$ cat config.mk
export PLATFORM = sky130hd
export DESIGN_NAME = twss_ctrl
export DESIGN_NICKNAME = d
export VERILOG_FILES = /design/src/rtl/twss_pkg.sv /design/src/rtl/twss_ctrl.sv
export SDC_FILE = /design/constraint.sdc
export NUM_CORES = 1
export LEC_CHECK = 0
export BUFFER_PORTS_ARGS = -buffer_cell sky130_fd_sc_hd__buf_2
export CORE_AREA = 5 5 42 44
export DETAILED_ROUTE_END_ITERATION = 12
export DIE_AREA = 0 0 47 49
export GPL_ROUTABILITY_DRIVEN = 0
export PLACE_DENSITY = 0.45
export SYNTH_ARGS = -nofsm -noshare
export SYNTH_HDL_FRONTEND = slang
export SYNTH_SLANG_ARGS = --single-unit
$ cat constraint.sdc
create_clock -name i_clk -period 1.2 [get_ports i_clk]
set_clock_uncertainty 0.15 [all_clocks]
set_input_delay 0 -clock i_clk [delete_from_list [all_inputs] [get_ports i_clk]]
set_output_delay 0 -clock i_clk [all_outputs]
set_load 0.05 [all_outputs]
$ cat src/rtl/twss_pkg.sv
// Shared constants, types and controller state codes for the segment sorter.
`timescale 1ns / 1ps

package twss_pkg;

    // Segment buffer geometry
    localparam int SEG_DEPTH = 32;
    localparam int IDX_W     = $clog2(SEG_DEPTH);
    localparam int FILL_W    = $clog2(SEG_DEPTH + 1);

    // Field widths
    localparam int TIME_W = 32;
    localparam int NS_W   = 40;
    localparam int TICK_W = 8;

    // Wrap detection
    localparam logic [NS_W-1:0]   WRAP_GAP_NS     = 40'd43_000_000;
    localparam logic [NS_W-1:0]   PREV_TIME_RESET = 40'hff_ffff_ffff;
    localparam logic [TICK_W-1:0] TICK_RESET      = 8'd16;

    // Pass-through part of a stored readout
    typedef struct packed {
        logic [15:0] digitizer;
        logic [15:0] adc;
        logic [7:0]  channel;
    } t_payload;

    // Controller states
    typedef enum logic [2:0] {
        S_IDLE,
        S_TEST,
        S_DRAIN_PRE,
        S_INSERT,
        S_DRAIN_EOP
    } t_state;

    // Controller to datapath
    typedef struct packed {
        logic capture;   // take the input beat and its scaled time
        logic test;      // wrap test and wrap count update
        logic insert;    // sorted insert of the held readout
        logic emit;      // move the next buffered readout to the output register
    } t_cmd;

    // Datapath to controller
    typedef struct packed {
        logic wrap;       // held readout marks a timer wrap
        logic full;       // buffer holds SEG_DEPTH readouts
        logic fill_zero;  // buffer is empty
        logic eop;        // held readout closes its packet
        logic out_free;   // output register can take a beat this cycle
        logic last;       // read pointer sits on the final buffered readout
    } t_status;

endpackage

$ cat src/rtl/twss_ctrl.sv
// Controller state machine: sequences wrap test, drains and sorted inserts.
`timescale 1ns / 1ps

module twss_ctrl
    import twss_pkg::*;
(
    input  logic    i_clk,
    input  logic    i_rst_n,
    input  logic    i_in_valid,
    output logic    o_in_stall,
    input  t_status i_status,
    output t_cmd    o_cmd
);

    t_state r_state;
    t_state n_state;

    // State register
    always_ff @(posedge i_clk) begin
        if (!i_rst_n) begin
            r_state <= S_IDLE;
        end else begin
            r_state <= n_state;
        end
    end

    // Next state and commands
    always_comb begin
        n_state    = r_state;
        o_cmd      = '0;
        o_in_stall = (r_state != S_IDLE);
        unique case (r_state)
            S_IDLE: begin
                if (i_in_valid) begin
                    o_cmd.capture = 1'b1;
                    n_state       = S_TEST;
                end
            end
            S_TEST: begin
                o_cmd.test = 1'b1;
                if ((i_status.wrap && !i_status.fill_zero) ||
                    (!i_status.wrap && i_status.full)) begin
                    n_state = S_DRAIN_PRE;
                end else begin
                    o_cmd.insert = 1'b1;
                    n_state      = i_status.eop ? S_DRAIN_EOP : S_IDLE;
                end
            end
            S_DRAIN_PRE: begin
                if (i_status.out_free) begin
                    o_cmd.emit = 1'b1;
                    if (i_status.last) begin
                        n_state = S_INSERT;
                    end
                end
            end
            S_INSERT: begin
                o_cmd.insert = 1'b1;
                n_state      = i_status.eop ? S_DRAIN_EOP : S_IDLE;
            end
            S_DRAIN_EOP: begin
                if (i_status.out_free) begin
                    o_cmd.emit = 1'b1;
                    if (i_status.last) begin
                        n_state = S_IDLE;
                    end
                end
            end
            default: begin
                n_state = S_IDLE;
            end
        endcase
    end

    // An accepted beat always goes straight to the wrap test
    a_accept_to_test: assert property (@(posedge i_clk) disable iff (!i_rst_n)
        (i_in_valid && !o_in_stall) |=> (r_state == S_TEST))
        else $error("accepted beat did not enter the wrap test");

    // The last drained readout of a packet returns the controller to idle
    a_eop_drain_done: assert property (@(posedge i_clk) disable iff (!i_rst_n)
        (r_state == S_DRAIN_EOP && o_cmd.emit && i_status.last) |=> (r_state == S_IDLE))
        else $error("end-of-packet drain did not finish in idle");

endmodule

== After elaboration in Yosys (flattened, before gate mapping) ==
Cells that the tools add are included.

* Bits in read-only memories: 0
* Register bits after elaboration: 3
* Bits in latches: 0
* Output and inout port bits: 5
* RAM bits: 0
* Input port bits: 9
* Memories: 0
* Word-level logic and storage cells: 34

* Add/sub/neg operators: 0
* Shift operators: 0
* Multipliers: 0
* Bitwise gates (word level): 0
* Equality and inequality tests: 9
* Magnitude comparators: 0
* Reduce and logical (&&, ||, !) cells: 9
* Muxes and demuxes: 15
* Div/mod/pow operators: 0

{| class="wikitable"
|+ Operators by type and width
! operator !! number
|-
| two-way mux 3 bit || 7
|-
| case mux 3 bit (5 select lines) || 1
|-
| != test 2 bit, second input constant || 5
|-
| equality test 3 x 2 -> 1 bit, second input constant || 2
|-
| two-way mux 1 bit || 6
|-
| AND reduction 5 bit || 1
|-
| equality test 3 x 1 -> 1 bit, second input constant || 1
|-
| equality test 3 bit, second input constant || 1
|-
| logical NOT 3 bit || 1
|-
| nonzero test 3 bit || 1
|-
| logical AND 1 bit || 2
|-
| logical NOT 1 bit || 2
|-
| case mux 1 bit (2 select lines) || 1
|-
| OR reduction 2 bit || 1
|-
| logical OR 1 bit || 1
|}

== Depth between registers and ports, before layout ==
Gate-level depths: netlist (run 1).

* Depth after elaboration: 5
* Gate-level depth with buffers: 4
* Mapped depth without buffers: 3

== Worst setup path after synthesis (run 1) ==
Ideal clock, no wire load.

* Path type: reg2out
* Start point: register r_state[1]
* End point: output o_cmd[0] in the netlist's numbering
* Arrival time: 1,675 ps
* Slack: -625 ps
* Stages on the path, launching flop included: 4
* Cell sequence: dfxtp_1 -> buf_6 -> xnor2_1 -> nor3b_1

{| class="wikitable"
|+ RTL lines
! item !! line !! source
|-
| start, declared || twss_ctrl.sv:15 || <nowiki>t_state r_state;</nowiki>
|-
| start signal, assigned || twss_ctrl.sv:23 || <nowiki>r_state <= n_state;</nowiki>
|-
| end, declared || twss_ctrl.sv:12 || <nowiki>output t_cmd o_cmd</nowiki>
|}

==> metrics.md, run 1 <==
| Metric | Value |
|---|---|
| Final setup margin | -0.135 ns |
| CTS Sinks | 3 |
| Fillers | 161 |
| Grt ovf | 0 |
| Crit path DAT | 1.19 ns |
| Top Metal Used | met4 |
| Hold Path Origin | i_rst_n |
| Number of diodes | 0 |
| Met2 Wirelength | 331 um |
| Post-route met1 wirelength | 268 um |
| Via count | 264 |
| Worst min path class | in -> reg |
| Status | finished with violations |
| Lkg Pwr | 0.000196 uW |
| Largest register FFs | 3 |
| Least-Margin Pin Slew | 0.238 ns |
| Crit Path Class | reg -> out |
| Synthesized cell area | 200 sq um |
| Area growth syn-to-layout | 119% |
| First-pass DRT Iterations | 2 |
| Failing checks | setup timing |
| Met3 Wirelength | 33 um |
| Minimum clock period | 1.34 ns |
| Starting Density | 14.3% |
| Yosys top cell by area | dfxtp_1 |
| Post-detail-place hpwl | 458 um |
| Slew Limit Headroom | 84.1% |
| FFs w/ async S/R, synth | 0% |
| WL final | 647 um |
| Pwr Total | 477 uW |
| Post-synth EDFFs | 0 |
| Avg Vias per Cell | 4.06 |
| Pwr/cell area | 1090 mW/mm^2 |
| Worst IR drop on VDD | 0.352 mV |
| FF-to-FF path depth | 4 |
| Flop2flop setup slack | 0.03 ns |
| Vias in the first global route | 275 |
| Area occupied by multi-input gates | 153 sq um |
| Global-route wire length before repair | 1090 um |
| Biggest registers after layout | r_state x3 |
| DRT antenna net count | 0 |
| TritonCTS clock tree | built |
| Max Cap Viol | 0 |
| DRC Markers | 0 |
| Non-Filler Instances | 65 |
| Critical path launch point type | flip-flop |
| Crit. End Element | primary output |
| Final nets | 59 |
| H-tree lvl count | 1 |
| CTS Buf Count | 3 |
| Worst r2r dst | r_state[1] |
| Register area | 65.1 sq um |
| Max Clk Rate | 0.749 GHz |
| Largest net degree at the start of global routing | 8 |
| Die width | 47 um |
| Sequential area share after synthesis | 30.0% |
| Reg clk slew, reported paths | 0.04 ns |
| Syn_nets | 33 |
| Synth top area cells | dfxtp_1, nand3_1, a211oi_1 |
| Antenna violations before repair | 0 |
| Post-synthesis register bit count | 3 |
| Cells after DPL | 56 |
| Synth top area share | 30.0% |
| Die area | 0.00230 sq mm |
| Critical R2R Launch | r_state[1] |
| Crit path max fanout | 7 |
| Hold EP | r_state[2] |
| Row count | 14 |
| Critical Path RT | 1.05 ns |
| Avg WL per Cell | 9.95 um |
| Synth unique cells | 16 |
| Share of post-route cells with drive strength above 1 | 63.3% |
| CTS Buffer Depth | 2 |
| Total GRT Usage | 6.97% |
| Yosys warns | 0 |
| Insertion delay to the later sink of the worst-skew pair | 0.23 ns |
| Hold path depth | 4 |
| Pins Over Slew Limit | 0 |
| Most flops, register | r_state |
| Endpoints failing setup | 5 |
| Io pins | 14 |
| Syn_area_per_cell | 8.34 sq um |
| CTS root buffer | clkbuf_4 |
| Crit share post-route | 111% |
| Port Buf Inserts | 13 |
| Initial drt markers | 2 |
| Cells after Synth | 24 |
| Fin. Hold Viols | 0 |
| Die height | 49 um |
| Prevailing post-synth register cell | dfxtp_1 |
| Unrepaired setup endpoints after global routing | yes |
| Core Area | 0.00140 sq mm |
## per-stage QoR
stage               hold WS (ns)  worst slack [ns]  util, %  TNS, ns  instance area [sq um]
finish                    0.0612            -0.135     31.3   -0.464                    439
global route              0.0933            -0.180     31.3   -0.722                    439
CTS                       0.0395            -0.143     29.8   -0.543                    418
detailed placement         0.104           -0.0269     22.6  -0.0269                    317
global placement           0.120           -0.0395     22.6  -0.0395                    317
floorplan                -0.0113            -0.144        -   -0.369                    213
## synthesized netlist by cell type, drive strengths merged (2+ instances only)
library cell,number
a211oi,2
and3b,2
dfxtp,3
nand3,3
nor2,4
o21ai,2
## worst max-delay path by stage
| stage | start | endpoint | slack [ns] | depth (start not counted) |
|---|---|---|---|---|
| 2_1_floorplan | r_state[1] | o_cmd[0] | -0.14 | 3 |
| 3_3_place_gp | r_state[1] | o_cmd[3] | -0.04 | 3 |
| 3_5_place_dp | r_state[1] | o_cmd[3] | -0.03 | 3 |
| 4_1_cts | r_state[0] | o_cmd[3] | -0.14 | 3 |
| 5_1_grt | r_state[1] | o_cmd[3] | -0.18 | 3 |
| 6_report | r_state[1] | o_cmd[3] | -0.14 | 3 |
## power by group
part	internal [uW]	leakage [uW]	switching, uW
Clock	125	0.0000150	53.4
Combinational	85.4	0.000155	99.3
Sequential	106	0.0000258	7.84
## cell usage in the layout, fill, tap and decap left out
cell,Yosys,routed
or3_4,1,1
dfxtp_1,3,1
a211oi_1,2,2
nor3b_2,0,1
buf_6,1,5
a31o_2,1,1
nand3_1,3,3
buf_4,0,4
nand2b_4,0,1
nor2b_1,1,1
dfxtp_4,0,1
clkbuf_1,0,1
and3b_1,1,1
inv_1,1,1
buf_2,0,9
xnor2_2,0,1
clkbuf_4,0,3
o21ai_0,2,2
dfxtp_2,0,1
nor2_2,1,1
nor2_4,0,1
dlygate4sd3_1,0,4
and3b_2,1,1
nor2_1,3,2
## area by class of cell
cell class,instances,share of cell area [%]
inverters,1,0.855
clock buffers,4,5.98
flip-flops and latches,3,14.8
well taps,16,4.56
repair buffers,22,39.0
multi-input cells,19,34.8
## critical path: stages (launching register included)
cell and delay (ns):
dfxtp_4 0.36, or3_4 0.35, nor2_4 0.09, buf_6 0.15
## layer usage
metal	track usage (%)	up-vias
met1	7.02	116
met5	0	-
li1	-	135
met2	10.4	11
met4	6.91	0
met3	2.21	2
## cells by family after synthesis
kind of cell,Yosys count,share of synthesized area (%)
buffers and inverters,2,7.50
xor gates and xnor gates,1,4.38
DFF,3,30.0
and+or+nand+nor,13,41.3
AOI/OAI and AO/OA,5,16.9
## timing repair
action | 4_1_cts | 5_1_grt
setup endpoints to repair | 5 | 6
hold buffers | 4 | 0
buffers inserted | 0 | 1
endpoints found under the hold margin | 1 | 0
resized for setup | 11 | 3
pin swaps | 4 | 1
Note: power is estimated with default switching activity, not from simulation.
==> run 2: changes to the inputs <==
--- a/config.mk
+++ b/config.mk
@@ -10,7 +10,7 @@
 export DETAILED_ROUTE_END_ITERATION = 12
 export DIE_AREA = 0 0 47 49
 export GPL_ROUTABILITY_DRIVEN = 0
-export PLACE_DENSITY = 0.45
+export PLACE_DENSITY = 0.46
 export SYNTH_ARGS = -nofsm -noshare
 export SYNTH_HDL_FRONTEND = slang
 export SYNTH_SLANG_ARGS = --single-unit
==> constraint.sdc (replaced) <==
create_clock -name i_clk -period 1.13 [get_ports i_clk]
set_clock_uncertainty 0.15 [all_clocks]
set_input_delay 0 -clock i_clk [delete_from_list [all_inputs] [get_ports i_clk]]
set_output_delay 0 -clock i_clk [all_outputs]
set_load 0.05 [all_outputs]
==> run 2 against run 1 <==
  * Core utilization up 3.8 points
  * Via count up 8.7%
  * Wire length up 1.7%
  * Die area unchanged
  * Critical path depth unchanged
  * Flip-flop and latch count unchanged
  * Final cell count up 4.6%
  * Sequential share of layout area down 1.3 points
  * Clock power up 4%
  * The flow still finishes with violations (setup timing)
==> metrics.md, run 2 (same netlist as run 1, synthesis figures left out) <==
| Metric | Value |
|---|---|
| Clock share of power | 35.0% |
| Die height | 49 um |
| Critical Path Slowest Stage Cell | dfxtp_4 |
| CTS Buffer Depth | 2 |
| CP delay by family, top | simple AND/OR/NAND/NOR gates |
| Die area | 0.00230 sq mm |
| Cells after DPL | 58 |
| Share of post-route cells with drive strength above 1 | 73.1% |
| Starting Density | 14.3% |
| Critical path launch point type | flip-flop |
| CTS Sinks | 3 |
| Comb pwr share | 42.4% |
| Sw Share | 33.3% |
| Crit Path Class | reg -> out |
| DRC Markers | 0 |
| Grt ovf | 0 |
| Crit. End Element | primary output |
| Global-route wire length before repair | 1110 um |
| Most common cell after layout, fill and taps aside | buf_2 |
| Final nets | 62 |
| Fin. Hold Viols | 0 |
| Final setup margin | -0.191 ns |
| Largest register FFs | 3 |
| Pins Over Slew Limit | 0 |
| CTS Buf Count | 3 |
| Avg Vias per Cell | 4.22 |
| Io pins | 14 |
| H-tree lvl count | 1 |
| Avg WL per Cell | 9.68 um |
| Buffers and inverters on the worst path | 1 |
| Max Clk Rate | 0.757 GHz |
| Number of diodes | 0 |
| Placed Area | 342 sq um |
| Core Area | 0.00140 sq mm |
| Reg clk slew, reported paths | 0.04 ns |
| Worst min path class | in -> reg |
| Psw | 176 uW |
| Non-Filler Instances | 68 |
| Area growth syn-to-layout | 146% |
| CTS root buffer | clkbuf_4 |
| Final Cell Area | 492 sq um |
| Row count | 14 |
| DRT antenna net count | 0 |
| Via count | 287 |
| Antenna violations before repair | 0 |
| Power Internal | 353 uW |
| Fillers | 165 |
| Crit path DAT | 1.17 ns |
| Pwr Total | 529 uW |
| Failing checks | setup timing |
| Total GRT Usage | 7.11% |
| First-pass DRT Iterations | 2 |
| Die width | 47 um |
| Worst IR drop on VDD | 0.285 mV |
| Lkg Pwr | 0.000220 uW |
| Crit share post-route | 117% |
| CP Cell Sequence | or3_4 > nor2_4 > buf_6 |
| Max Cap Viol | 0 |
| Status | finished with violations |
| Register area | 66.3 sq um |
| WL final | 658 um |
| Port Buf Inserts | 13 |
| Initial drt markers | 1 |
| Crit path max fanout | 5 |
| Area occupied by multi-input gates | 174 sq um |
| Largest net degree at the start of global routing | 8 |
| Least-Margin Pin Slew | 0.249 ns |
| Minimum clock period | 1.32 ns |
| Unrepaired setup endpoints after global routing | yes |
| Critical Path RT | 0.98 ns |
| Pwr/cell area | 1080 mW/mm^2 |
| Biggest registers after layout | r_state x3 |
| Sequential Power Share | 22.6% |
| Slew Limit Headroom | 83.5% |
| Vias in the first global route | 286 |
| TritonCTS clock tree | built |
| Endpoints failing setup | 6 |
| Most frequent cells in the layout | buf_2, buf_4, buf_6, dlygate4sd3_1 |
| Most flops, register | r_state |
| DP Worst Slack | -0.0946 ns |
| Insertion delay to the later sink of the worst-skew pair | 0.23 ns |
| Max stage delay on crit path | 0.36 ns |
## run 2: final cells by class
| class | instances | area share (%) |
|---|---|---|
| Inverter | 1 | 0.763 |
| Clock buffer | 4 | 5.34 |
| Timing Repair Buffer | 25 | 41.0 |
| Sequential cell | 3 | 13.5 |
| Multi-Input combinational cell | 19 | 35.4 |
| Tap cell | 16 | 4.07 |
## run 2: stage by stage
stage,hold WS (ns),TNS (ns),utilization [%]
after floorplan,-0.0113,-0.245,-
after global placement,0.105,-0.212,24.4
after detailed placement,0.103,-0.202,24.4
after CTS,0.0362,-1.00,34.5
after global routing,0.0905,-1.22,35.1
final,0.0448,-0.889,35.1
## run 2: layer usage
| layer | up-vias | wire length (um) | track usage, % |
|---|---|---|---|
| li1 | 144 | - | - |
| met1 | 129 | 245 | 6.59 |
| met2 | 14 | 304 | 8.82 |
| met3 | 0 | 108 | 7.38 |
| met4 | 0 | 0 | 5.53 |
| met5 | - | 0 | 0 |
## run 2: power by group through the flow
stage          clock network [uW]  registers (uW)  logic [uW]
2_1_floorplan                   0             122         117
3_3_place_gp                    0             122         171
3_5_place_dp                    0             121         171
4_1_cts                       196             120         222
5_1_grt                       209             120         238
6_report                      185             120         224
## run 2: path summary, 6_finish.rpt
path,start,end,slack [ns],cells after the start
worst min register to register,r_state[2],r_state[2],0.44,3
worst max-delay path,r_state[1],o_cmd[3],-0.19,3
worst max register to register,r_state[1],r_state[1],-0.14,4
worst min-delay path,i_status[1],r_state[0],0.04,4
## run 2: timing repair
action,in CTS,in global routing
endpoints found under the setup margin,7,7
endpoints found under the hold margin,1,0
hold buffers,4,0
setup buffers,2,0
pin swaps,5,2
gates resized for setup,17,2
## run 2: worst min-delay path, stage by stage
cell     delay, ns
buf_2         0.10
nand3_1       0.06
o21ai_0       0.08
and3b_1       0.15
